--- src/rcw_pkg.sv ---
package rcw_pkg;

  localparam int unsigned FRAC_BITS_DEF = 16;
  localparam int unsigned VAL_W = 32;
  localparam int unsigned CNT_W = 16;
  localparam int unsigned SEQ_W = 32;
  localparam int unsigned OP_W = 3;
  localparam int unsigned MODE_W = 2;
  localparam int unsigned APB_AW = 3;
  localparam int unsigned APB_DW = 32;

  localparam logic [CNT_W-1:0] INIT_WINDOW_RST = 16'd10;
  localparam logic [CNT_W-1:0] INIT_THRESHOLD_RST = 16'hFFFF;
  localparam logic [CNT_W-1:0] WINDOW_FLOOR = 16'd1;
  localparam logic [CNT_W-1:0] THRESHOLD_FLOOR = 16'd2;

  localparam logic REG_INIT_WINDOW = 1'b0;
  localparam logic REG_INIT_THRESHOLD = 1'b1;

  typedef enum logic [OP_W-1:0] {
    OP_START        = 3'd0,
    OP_FIRST_ACK    = 3'd1,
    OP_DUPACK       = 3'd2,
    OP_RECOVERY_ACK = 3'd3,
    OP_PARTIAL_ACK  = 3'd4,
    OP_TIMEOUT      = 3'd5
  } op_t;

  typedef enum logic [MODE_W-1:0] {
    MODE_SLOW_START = 2'd0,
    MODE_AVOIDANCE  = 2'd1,
    MODE_RECOVERY   = 2'd2
  } mode_t;

  typedef enum logic [1:0] {
    ST_IDLE,
    ST_DIV,
    ST_COMMIT
  } state_t;

  typedef struct packed {
    logic [CNT_W-1:0] start_window;
    logic [CNT_W-1:0] start_threshold;
  } cfg_t;

  // segment count with floor, to fixed point, saturated to 32 bits
  function automatic logic [VAL_W-1:0] load_fixed(logic [CNT_W-1:0] v,
                                                  logic [CNT_W-1:0] floor_v,
                                                  int unsigned frac);
    logic [CNT_W-1:0] m;
    logic [47:0] w;
    m = (v < floor_v) ? floor_v : v;
    w = {32'd0, m} << frac;
    return (|w[47:32]) ? {VAL_W{1'b1}} : w[VAL_W-1:0];
  endfunction

endpackage

--- src/rcw_cfg.sv ---
module rcw_cfg (
  input  logic                      clk,
  input  logic                      rst,
  input  logic                      psel,
  input  logic                      penable,
  input  logic                      pwrite,
  input  logic [rcw_pkg::APB_AW-1:0] paddr,
  input  logic [rcw_pkg::APB_DW-1:0] pwdata,
  output logic [rcw_pkg::APB_DW-1:0] prdata,
  output logic                      pready,
  output rcw_pkg::cfg_t             cfg
);
  import rcw_pkg::*;

  logic wr_en;

  assign pready = 1'b1;
  assign wr_en = psel && penable && pwrite;

  always_ff @(posedge clk) begin
    if (rst) begin
      cfg.start_window <= INIT_WINDOW_RST;
      cfg.start_threshold <= INIT_THRESHOLD_RST;
    end else if (wr_en) begin
      if (paddr[2] == REG_INIT_THRESHOLD) begin
        cfg.start_threshold <= pwdata[CNT_W-1:0];
      end else begin
        cfg.start_window <= pwdata[CNT_W-1:0];
      end
    end
  end

  always_comb begin
    if (paddr[2] == REG_INIT_THRESHOLD) begin
      prdata = APB_DW'(cfg.start_threshold);
    end else begin
      prdata = APB_DW'(cfg.start_window);
    end
  end

endmodule

--- src/rcw_div.sv ---
module rcw_div #(
  parameter int unsigned FRAC_BITS = rcw_pkg::FRAC_BITS_DEF
) (
  input  logic                      clk,
  input  logic                      rst,
  input  logic                      start,
  input  logic [rcw_pkg::CNT_W-1:0] count,
  input  logic [rcw_pkg::VAL_W-1:0] divisor,
  output logic                      busy,
  output logic [rcw_pkg::VAL_W-1:0] quotient
);
  import rcw_pkg::*;

  // dividend is count followed by 2*FRAC_BITS zero bits, one bit per cycle
  localparam int unsigned DW = CNT_W + 2 * FRAC_BITS;
  localparam int unsigned STEP_W = $clog2(DW + 1);

  logic [STEP_W-1:0] steps;
  logic [CNT_W-1:0]  cnt_sr;
  logic [VAL_W-1:0]  dvs;
  logic [VAL_W-1:0]  rem;
  logic [VAL_W-1:0]  q;
  logic              ovf;
  logic [VAL_W:0]    trial;
  logic              ge;

  assign busy = (steps != '0);
  assign trial = {rem, cnt_sr[CNT_W-1]};
  assign ge = (trial >= {1'b0, dvs});
  assign quotient = ovf ? {VAL_W{1'b1}} : q;

  always_ff @(posedge clk) begin
    if (rst) begin
      steps <= '0;
    end else if (start) begin
      steps <= STEP_W'(DW);
    end else if (busy) begin
      steps <= steps - 1'b1;
    end
  end

  always_ff @(posedge clk) begin
    if (start) begin
      cnt_sr <= count;
      dvs <= (divisor == '0) ? VAL_W'(1) : divisor;
      rem <= '0;
      q <= '0;
      ovf <= 1'b0;
    end else if (busy) begin
      cnt_sr <= {cnt_sr[CNT_W-2:0], 1'b0};
      rem <= ge ? VAL_W'(trial - {1'b0, dvs}) : trial[VAL_W-1:0];
      q <= {q[VAL_W-2:0], ge};
      ovf <= ovf | q[VAL_W-1];
    end
  end

endmodule

--- src/reno_congestion_window.sv ---
// most events: the item is registered, then the result is registered once the output is free
// a first ack in congestion avoidance also waits for the divide, which is done
// by the bit-serial divider producing one quotient bit per cycle
// a new item is accepted only after the previous result is committed;
// the next item is taken while a result waits at the output
// rst (synchronous) loads window 10.0, threshold 65535.0, slow start, recovery mark 0
module reno_congestion_window #(
  parameter int unsigned FRAC_BITS = rcw_pkg::FRAC_BITS_DEF
) (
  input  logic                       clk,
  input  logic                       rst,
  input  logic                       s_tvalid,
  output logic                       s_tready,
  input  logic [47:0]                s_tdata,  // event_count, lost_sequence
  input  logic [rcw_pkg::OP_W-1:0]   s_tuser,  // operation
  output logic                       m_tvalid,
  input  logic                       m_tready,
  // window_size, window_fixed, threshold_fixed, recovery_mark
  output logic [111:0]               m_tdata,
  output logic [rcw_pkg::MODE_W-1:0] m_tuser,  // cc_mode
  input  logic                       psel,
  input  logic                       penable,
  input  logic                       pwrite,
  input  logic [rcw_pkg::APB_AW-1:0] paddr,
  input  logic [rcw_pkg::APB_DW-1:0] pwdata,
  output logic [rcw_pkg::APB_DW-1:0] prdata,
  output logic                       pready
);
  import rcw_pkg::*;

  localparam int unsigned CW = CNT_W + FRAC_BITS;
  localparam int unsigned SW = ((CW > VAL_W) ? CW : VAL_W) + 1;
  localparam logic [VAL_W-1:0] ONE_Q = VAL_W'(1) << FRAC_BITS;
  localparam logic [VAL_W-1:0] TWO_Q = VAL_W'(2) << FRAC_BITS;
  localparam logic [VAL_W-1:0] THREE_Q = VAL_W'(3) << FRAC_BITS;
  localparam logic [VAL_W-1:0] WINDOW_RST =
    load_fixed(INIT_WINDOW_RST, WINDOW_FLOOR, FRAC_BITS);
  localparam logic [VAL_W-1:0] THRESHOLD_RST =
    load_fixed(INIT_THRESHOLD_RST, THRESHOLD_FLOOR, FRAC_BITS);

  function automatic logic [VAL_W-1:0] sat_w(logic [SW-1:0] v);
    return (|v[SW-1:VAL_W]) ? {VAL_W{1'b1}} : v[VAL_W-1:0];
  endfunction

  cfg_t cfg;

  state_t state, state_next;
  logic [VAL_W-1:0] window_reg, window_next;
  logic [VAL_W-1:0] threshold_reg, threshold_next;
  mode_t            mode_reg, mode_next;
  logic [VAL_W-1:0] recovery_reg, recovery_next;

  op_t              op_reg;
  logic [CNT_W-1:0] cnt_reg;
  logic [SEQ_W-1:0] lost_reg;

  logic             div_start;
  logic             div_busy;
  logic [VAL_W-1:0] div_quo;
  logic             commit;
  logic             out_free;

  logic [SW-1:0]    cnt_fix;
  logic [VAL_W-1:0] halved;
  logic [VAL_W-1:0] half;
  logic [VAL_W-1:0] ip_wide;
  logic [CNT_W-1:0] size_next;

  rcw_cfg u_cfg (
    .clk     (clk),
    .rst     (rst),
    .psel    (psel),
    .penable (penable),
    .pwrite  (pwrite),
    .paddr   (paddr),
    .pwdata  (pwdata),
    .prdata  (prdata),
    .pready  (pready),
    .cfg     (cfg)
  );

  rcw_div #(
    .FRAC_BITS (FRAC_BITS)
  ) u_div (
    .clk      (clk),
    .rst      (rst),
    .start    (div_start),
    .count    (s_tdata[CNT_W-1:0]),
    .divisor  (window_reg),
    .busy     (div_busy),
    .quotient (div_quo)
  );

  assign out_free = !m_tvalid || m_tready;

  always_comb begin
    state_next = state;
    s_tready = 1'b0;
    div_start = 1'b0;
    commit = 1'b0;
    case (state)
      ST_IDLE: begin
        s_tready = 1'b1;
        if (s_tvalid) begin
          if (op_t'(s_tuser) == OP_FIRST_ACK && mode_reg == MODE_AVOIDANCE) begin
            div_start = 1'b1;
            state_next = ST_DIV;
          end else begin
            state_next = ST_COMMIT;
          end
        end
      end
      ST_DIV: begin
        if (!div_busy) begin
          state_next = ST_COMMIT;
        end
      end
      ST_COMMIT: begin
        if (out_free) begin
          commit = 1'b1;
          state_next = ST_IDLE;
        end
      end
      default: begin
        state_next = ST_IDLE;
      end
    endcase
  end

  always_ff @(posedge clk) begin
    if (rst) begin
      state <= ST_IDLE;
    end else begin
      state <= state_next;
    end
  end

  always_ff @(posedge clk) begin
    if (s_tvalid && s_tready) begin
      op_reg <= op_t'(s_tuser);
      cnt_reg <= s_tdata[CNT_W-1:0];
      lost_reg <= s_tdata[CNT_W+SEQ_W-1:CNT_W];
    end
  end

  // next state of the congestion registers
  always_comb begin
    window_next = window_reg;
    threshold_next = threshold_reg;
    mode_next = mode_reg;
    recovery_next = recovery_reg;
    cnt_fix = SW'(cnt_reg) << FRAC_BITS;
    half = {1'b0, window_reg[VAL_W-1:1]};
    halved = (half < TWO_Q) ? TWO_Q : half;
    case (op_reg)
      OP_START: begin
        window_next = load_fixed(cfg.start_window, WINDOW_FLOOR, FRAC_BITS);
        threshold_next = load_fixed(cfg.start_threshold, THRESHOLD_FLOOR, FRAC_BITS);
        mode_next = MODE_SLOW_START;
        recovery_next = '0;
      end
      OP_FIRST_ACK: begin
        if (mode_reg == MODE_AVOIDANCE) begin
          window_next = sat_w(SW'(window_reg) + SW'(div_quo));
        end else begin
          window_next = sat_w(SW'(window_reg) + cnt_fix);
          if (mode_reg == MODE_SLOW_START && window_next >= threshold_reg) begin
            mode_next = MODE_AVOIDANCE;
          end
        end
      end
      OP_DUPACK: begin
        if (mode_reg != MODE_RECOVERY) begin
          threshold_next = halved;
          window_next = sat_w(SW'(halved) + SW'(THREE_Q));
          mode_next = MODE_RECOVERY;
        end
        if (lost_reg > recovery_reg) begin
          recovery_next = lost_reg;
        end
      end
      OP_RECOVERY_ACK: begin
        window_next = threshold_reg;
        mode_next = MODE_AVOIDANCE;
      end
      OP_PARTIAL_ACK: begin
        if (SW'(window_reg) < cnt_fix) begin
          window_next = ONE_Q;
        end else begin
          window_next = sat_w(SW'(window_reg) - cnt_fix + SW'(ONE_Q));
        end
      end
      OP_TIMEOUT: begin
        threshold_next = halved;
        window_next = ONE_Q;
        mode_next = MODE_SLOW_START;
      end
      default: begin
      end
    endcase
    ip_wide = window_next >> FRAC_BITS;
    if (ip_wide == '0) begin
      size_next = 16'd1;
    end else if (|ip_wide[VAL_W-1:CNT_W]) begin
      size_next = 16'hFFFF;
    end else begin
      size_next = ip_wide[CNT_W-1:0];
    end
  end

  always_ff @(posedge clk) begin
    if (rst) begin
      window_reg <= WINDOW_RST;
      threshold_reg <= THRESHOLD_RST;
      mode_reg <= MODE_SLOW_START;
      recovery_reg <= '0;
    end else if (commit) begin
      window_reg <= window_next;
      threshold_reg <= threshold_next;
      mode_reg <= mode_next;
      recovery_reg <= recovery_next;
    end
  end

  always_ff @(posedge clk) begin
    if (rst) begin
      m_tvalid <= 1'b0;
    end else if (commit) begin
      m_tvalid <= 1'b1;
    end else if (m_tready) begin
      m_tvalid <= 1'b0;
    end
  end

  always_ff @(posedge clk) begin
    if (commit) begin
      m_tdata <= {recovery_next, threshold_next, window_next, size_next};
      m_tuser <= mode_next;
    end
  end

endmodule
--- config.mk ---
export PLATFORM = sky130hd
export DESIGN_NAME = reno_congestion_window
export DESIGN_NICKNAME = d
export VERILOG_FILES = /design/src/rcw_pkg.sv /design/src/rcw_cfg.sv /design/src/rcw_div.sv /design/src/reno_congestion_window.sv
export SDC_FILE = /design/constraint.sdc
export NUM_CORES = 1
export LEC_CHECK = 0
export BUFFER_PORTS_ARGS = -buffer_cell sky130_fd_sc_hd__buf_2
export CORE_MARGIN = 1
export CORE_UTILIZATION = 35
export DETAILED_ROUTE_END_ITERATION = 8
export PLACE_DENSITY = 0.61
export SETUP_SLACK_MARGIN = 0.2
export SLEW_MARGIN = 20
export SYNTH_ARGS = -nofsm -noshare
export SYNTH_HDL_FRONTEND = slang
export SYNTH_SLANG_ARGS = --single-unit
--- constraint.sdc ---
create_clock -name clk -period 4.81 [get_ports clk]
set_input_delay 0 -clock clk [delete_from_list [all_inputs] [get_ports clk]]
set_output_delay 0 -clock clk [all_outputs]
set_load 0.005 [all_outputs]
==> results.cfg, run 1 <==
[outcome]
outcome = complete, but fails checks
violations = DRC

[routing]
drtAntennaViolNets = 0
viasPerCell = 5.49
vias = 23407
dr.pass1.iters = 9
drt_iter0_drc = 2030
route.detailed.drc = 4
wl_mm = 87.1
wire_per_inst_um = 20.5

[sta]
fin_crit_sh_pct = 95.9
slew_viol_final = 0
hold_viol = 0
grt_setup_unrepaired = yes
tightestPinTransition_ps = 1210
setup_viol = 0
layout_min_cycle_time_ps = 4610
fmax_ghz = 0.217
finalSetupTns_ps = 0
worst_slew_margin_rel_pct = 18.7
finClkSkew_ps = 37.6
hold_ws_ps = 59.3

[synthesis]
yosys-top-cells-area = edfxtp_1, dfxtp_1, ha_1
synth_edf_count = 213
ys_ff_latch = 417
avgSynthCellArea_um2 = 8.84
yosys.cell_types.count = 89
ys_async_sr_fraction_pct = 0
synth_most_common_cell = nand2_1
synth_area_um2 = 26100
syn_inst = 2949
synth_ff_type = edfxtp_1
yosysTopAreaCell = edfxtp_1
synth_top_area_share_pct = 24.5
ys_warn_count = 0
ys_seq_area_share_pct = 40.2
synth_common_cells = nand2_1, a21oi_1, edfxtp_1, inv_1, dfxtp_1

[power_and_ir_drop]
pwr-share-clk_pct = 28.5
ir_drop_mv = 0.296
power.share.combinational_pct = 35.4
seq_power_share_pct = 36.1
powerDensity_nw_per_um2 = 410
leakage_uw = 0.0130
p_sw_uw = 4620
switching_share_pct = 35.9
intPower_uw = 8230

[layout]
fin_area_um2 = 31300
regMostFlops = m_tdata
utilization_pct = 42.7
largest_reg_flops = 112
nets = 3565
area_growth_syn_to_layout_pct = 20.2
drive_gt1_share_pct = 16.2

[clock_network]
cts_tree = done
cts.sinks = 417
cts.clk_slew.worst_paths_ps = 60
clock_path_buffers = 3
h-tree-depth = 2
clock_latency_ps = 620
numCtsBuffers = 48
cts_root_buffer = clkbuf_16

[worst_setup_path]
critPathMaxStageDelay_ps = 430
reg2reg_slack_ps = 200
crit_type = register to register
arrival_ps = 4950
crit_family = compound AO/OA/AOI/OAI gates
reg2reg_from = cnt_reg[0]
reg2regPathDepth = 21
cp.required_ps = 5150
crit_chain = ha_2, fa_2, nor2b_4, o211ai_1, a311oi_1, nor2_1, o31a_1, buf_12, nor2b_4, ha_4, nand2b_4, a21o_1, a21o_1, a21o_1, a21o_1, a21o_1, a21o_1, a21oi_2, o21ai_1, a2111o_1, and3_1
end_kind = register
path_buf_inv = 1
start_kind = register
r2r-end = m_tuser[0]
slowest_stage = a2111o_1
cp_common_cell = a21o_1
cp_max_fo = 3

[floorplan]
start_util_pct = 35.5
die_width_um = 275
core_area_um2 = 73300
die-area_um2 = 75500
die_h_um = 275
io_pins = 242
rows = 99

[global_routing]
grt_pass1_wl_mm = 132
track_usage_pct = 22.5
grt_overflow = 0
grt_pass1_vias = 21987
antenna_found_initial = 1
grt_max_degree = 76

[hold_path]
holdCritPathClass = primary input to register
hold_depth = 6
hold_end = u_cfg.cfg[14]
worstHoldStart = pwrite

[run]
max-cap-violations = 0

[placed_design]
io_buffers = 206
gp_congestion = 0.995
placed_area_um2 = 28700
hpwlAfterDp_mm = 64.2
-- layer usage --
| layer | GRT usage, % | wire length, um | up-vias |
|---|---|---|---|
| li1 | - | - | 11209 |
| met1 | 30.9 | 38400 | 11168 |
| met2 | 35.6 | 39500 | 864 |
| met3 | 3.33 | 6270 | 166 |
| met4 | 8.36 | 3060 | 0 |
| met5 | 0 | 0 | - |
-- placed cells by master (no fill, tap or decap), drive strengths merged, types with 32 or more instances in the layout --
master	synthesis	layout
nand2	395	395
buf	36	349
a21oi	306	306
edfxtp	213	213
inv	210	212
dfxtp	204	204
ha	201	201
nor2	169	169
o21ai	169	169
dlygate4sd3	0	83
a22o	79	79
clkbuf	150	70
xnor2	67	67
a21o	58	58
nand3	51	51
or2	43	43
nor3	41	41
nor2b	38	38
a211oi	32	32
-- how the worst max path moves through the flow --
stage,start,slack (ps),cells past startpoint,to
2_1_floorplan,cnt_reg[0],300,21,m_tuser[0]
3_3_place_gp,cnt_reg[0],30,21,m_tuser[0]
3_5_place_dp,cnt_reg[0],-0.9,21,m_tuser[0]
4_1_cts,cnt_reg[0],170,21,m_tuser[0]
5_1_grt,cnt_reg[0],-70,21,m_tuser[0]
6_report,cnt_reg[0],200,21,m_tuser[0]
-- per-stage QoR --
stage               power, uW  cells  worst slack (ps)
floorplan                7830   2964               297
global placement         9090   4081              28.4
finish                  12900   4260               197
global route            13700   4259             -65.1
CTS                     12900   4252               171
detailed placement       9130   4081            -0.858
-- worst min-delay path: stages --
cell and delay, ps:
buf_2 100, nand3_1 110, nor2_1 50, buf_4 190, nand2_1 90, nand3b_1 70
-- layout make-up --
type / instances / area, um2
multi-input cells: 2151 / 14300
flip-flops and latches: 417 / 10500
well taps: 959 / 1200
fillers: 7275 / 42000
diodes: 1 / 2.50
inverters: 210 / 793
clock inverters: 20 / 231
clock buffers: 70 / 1350
repair buffers: 432 / 3010
-- kinds of logic (layout without fill, tap and decap cells) --
| family | count (synthesis) | count (layout) | synth area share (%) |
|---|---|---|---|
| multiplexers | 27 | 27 | 1.11 |
| XOR/XNOR | 97 | 97 | 3.26 |
| buffers and inverters | 396 | 732 | 5.99 |
| adder cells (fa/ha/maj) | 212 | 212 | 10.5 |
| AO/OA/AOI/OAI | 899 | 899 | 22.8 |
| other | 2 | 18 | 0.0288 |
| flip-flops | 417 | 417 | 40.2 |
| AND/OR/NAND/NOR | 899 | 899 | 16.1 |
-- power groups by stage --
stage / logic (uW) / clock network, uW / registers (uW)
5_1_grt: 5080 / 3900 / 4700
3_5_place_dp: 4430 / 0 / 4700
4_1_cts: 4500 / 3760 / 4640
2_1_floorplan: 3200 / 0 / 4630
3_3_place_gp: 4390 / 0 / 4710
6_report: 4550 / 3660 / 4640
-- what timing repair did --
action,4_1_cts,5_1_grt
endpoints found under the hold margin,126,11
cloned,0,0
pin swaps,7,23
endpoints found under the setup margin,2,13
hold buffers,81,2
buffers inserted,0,5
gates resized for setup,6,34
(Power assumes the default switching activity.)
==> run 2: changes to the inputs <==
--- a/config.mk
+++ b/config.mk
@@ -5,11 +5,12 @@
 export SDC_FILE = /design/constraint.sdc
 export NUM_CORES = 1
 export LEC_CHECK = 0
+export ABC_AREA = 1
 export BUFFER_PORTS_ARGS = -buffer_cell sky130_fd_sc_hd__buf_2
-export CORE_MARGIN = 1
+export CORE_MARGIN = 2
 export CORE_UTILIZATION = 35
 export DETAILED_ROUTE_END_ITERATION = 8
-export PLACE_DENSITY = 0.61
+export PLACE_DENSITY = 0.6
 export SETUP_SLACK_MARGIN = 0.2
 export SLEW_MARGIN = 20
 export SYNTH_ARGS = -nofsm -noshare
==> run 2 against run 1 <==
Effect of this change: the run now ends clean; setup slack improved by 450 ps; worst hold slack got worse by 5.1 ps; synthesized cell count increased by 38%; die area increased by 12%; largest power group is now combinational logic; via count increased by 20%; critical endpoint is now mode_reg[0]; total power increased by 14%; global-route usage increased by 1.6 points.
==> results.cfg, run 2 <==
[layout]
area_growth_syn_to_layout_pct = 17.2
mostFrequentLayoutCell = nand2_1
fin_cells = 5440
fillerInstances = 8494
nets = 4633
largest_reg_flops = 112
drive_gt1_share_pct = 10.8
antenna_cells = 0
final_cell_mix = nand2_1, inv_1, a21oi_1
regMostFlops = m_tdata
utilization_pct = 41.3

[sta]
tightestPinTransition_ps = 813
finalSetupTns_ps = 0
hold_viol = 0
fin_crit_sh_pct = 86.5
setup_viol = 0
layout_min_cycle_time_ps = 4160
worst_slew_margin_rel_pct = 45.8
grt_setup_unrepaired = no
finClkSkew_ps = 74.1
slew_viol_final = 0
fmax_ghz = 0.240

[clock_network]
cts.sinks = 417
numCtsBuffers = 50
h-tree-depth = 2
cts_tree = done
clock_latency_ps = 660
postCtsSetupRepairBufs = 0
clock_path_buffers = 3
cts.clk_slew.worst_paths_ps = 60
cts_root_buffer = clkbuf_16

[worst_setup_path]
crit_chain = ha_1, fa_1, nand2_1, nand3_2, nand2_1, nand2_2, a21oi_4, buf_12, nand2_1, ha_1, nand2_1, nor2_1, nand4_1, nor4_1, buf_4, nand4_1, nand3_1, a21oi_1, or2_2, nand4_1, nand2_1, inv_1
cp.required_ps = 5360
reg2regPathDepth = 22
path_buf_inv = 3
crit_type = register to register
cp_common_cell = nand2_1
critPathMaxStageDelay_ps = 460
start_kind = register
reg2reg_from = cnt_reg[0]
end_kind = register
r2r-end = mode_reg[0]
reg2reg_slack_ps = 650
slowest_stage = fa_1
crit_family = simple AND/OR/NAND/NOR gates
arrival_ps = 4710
cp_max_fo = 33

[synthesis]
yosys-top-cells-area = edfxtp_1, nand2_1, dfxtp_1
yosys.area_share.simple_pct = 26.4
ys_async_sr_fraction_pct = 0
avgSynthCellArea_um2 = 7.09
synth_top_area_share_pct = 22.2
yosysTopAreaCell = edfxtp_1
ys_warn_count = 0
synth_most_common_cell = nand2_1
yosys.cell_types.count = 57
ys_ff_latch = 417
synth_common_cells = nand2_1, inv_1, a21oi_1, nor2_1, o21ai_0
synth_xor_area_share_pct = 1.49
synth_compound_area_share_pct = 15.2
synth_area_um2 = 28900
synth_adder_area_share_pct = 9.48
synth_top_family_by_area = simple AND/OR/NAND/NOR gates
syn_inst = 4069
synth_ff_type = edfxtp_1
synth.area.mux_share_pct = 0
ys_seq_area_share_pct = 36.3
synth_edf_count = 213

[global_routing]
grt_overflow = 0
grt_max_degree = 80
grt_pass1_wl_mm = 158
track_usage_pct = 24.1
antenna_found_initial = 0
grt_pass1_vias = 26267

[placed_design]
dpl.cell_count = 5261
hpwlAfterDp_mm = 80.3
io_buffers = 206
gp_congestion = 0.980

[power_and_ir_drop]
seq_power_share_pct = 32.3
pwr-share-clk_pct = 28.4
intPower_uw = 8730
powerDensity_nw_per_um2 = 432
leakage_uw = 0.0164
p_sw_uw = 5900
power.share.combinational_pct = 39.3
ir_drop_mv = 0.324
switching_share_pct = 40.3

[floorplan]
die-area_um2 = 84800
start_util_pct = 35.3
die_h_um = 291
die_width_um = 291
core_area_um2 = 81800
rows = 105
io_pins = 242

[routing]
drt_iter0_drc = 2434
route.detailed.drc = 0
dr.pass1.iters = 5
wl_mm = 105
viasPerCell = 5.15
drtAntennaViolNets = 0
wire_per_inst_um = 19.2
vias = 28004

[hold_path]
hold_end = lost_reg[11]
hold_depth = 2
holdCritPathClass = primary input to register
worstHoldStart = s_tdata[27]

[outcome]
outcome = completed

[run]
max-cap-violations = 0
[run 2: changes by cell type after synthesis, moves of 52 or more]
cell | before | now
nand3_1 | 50 | 218
xnor2_1 | 67 | 7
a22o_1 | 79 | 0
nand2_1 | 395 | 1089
nor2_1 | 169 | 300
o21ai_0 | 162 | 251
a21o_1 | 58 | 6
inv_1 | 209 | 622
[run 2: cell type report]
cell class / count / area [um2] / area share (%)
tap: 1070 / 1340 / 3.96
inverter: 650 / 2450 / 7.24
clock buffer: 66 / 1430 / 4.24
timing repair buffer: 362 / 2480 / 7.33
clock inverter: 28 / 380 / 1.12
sequential: 417 / 10500 / 31.0
multi-input combinational: 2847 / 15300 / 45.1
[run 2: kinds of logic (layout without fill, tap and decap cells)]
group / count (synthesis) / after routing
compound gates: 766 / 766
xor+xnor: 49 / 49
fa+ha+maj: 212 / 212
buf+inv: 820 / 1106
flops: 417 / 417
other cells: 2 / 17
simple gates: 1803 / 1803
[run 2: how the worst max path moves through the flow]
stage	startpoint	to	slack, ps	depth (start not counted)
floorplan	state[1]	u_div.dvs[0]	310	4
global placement	window_reg[17]	mode_reg[0]	840	22
detailed placement	cnt_reg[0]	mode_reg[0]	740	22
CTS	window_reg[17]	mode_reg[0]	690	22
global route	cnt_reg[0]	mode_reg[0]	250	22
finish	cnt_reg[0]	mode_reg[0]	650	22
[run 2: what timing repair did]
action | in CTS | in global routing
hold endpoints to repair | 135 | 0
hold buffers | 85 | 0
endpoints found under the setup margin | 0 | 1
resized for setup | 0 | 1
[run 2: metal layers]
metal / vias up / track usage [%] / part of all wire [%]
li1: 13859 / - / -
met1: 12985 / 32.0 / 45
met2: 965 / 39.5 / 46
met3: 195 / 2.90 / 5.6
met4: 0 / 9.91 / 4.3
met5: - / 0 / 0
[run 2: worst reg2reg max path, delay by kind of cell (launching register included)]
kind	cells	cell delay [ps]
flip-flops	1	400
adder cells (fa/ha/maj)	3	1040
AND/OR/NAND/NOR	14	1740
AO/OA/AOI/OAI	2	370
buffers and inverters	3	520
[run 2: power by group through the flow]
stage / sequential [uW] / combinational [uW] / clock, uW
after floorplan: 4700 / 4040 / 0
after global placement: 4780 / 5570 / 0
after detailed placement: 4780 / 5610 / 0
after CTS: 4720 / 5690 / 4240
after global routing: 4780 / 6460 / 4370
final: 4720 / 5750 / 4160
[run 2: per-stage QoR]
| stage | setup slack [ps] | hold WS [ps] | power (uW) | area (um2) |
|---|---|---|---|---|
| after global placement | 843 | 178 | 10300 | 31200 |
| after CTS | 690 | 25.0 | 14700 | 33800 |
| after floorplan | 309 | 98.9 | 8750 | 28900 |
| after detailed placement | 735 | 178 | 10400 | 31200 |
| final | 650 | 54.2 | 14600 | 33800 |
| after global routing | 247 | 45.6 | 15600 | 33800 |
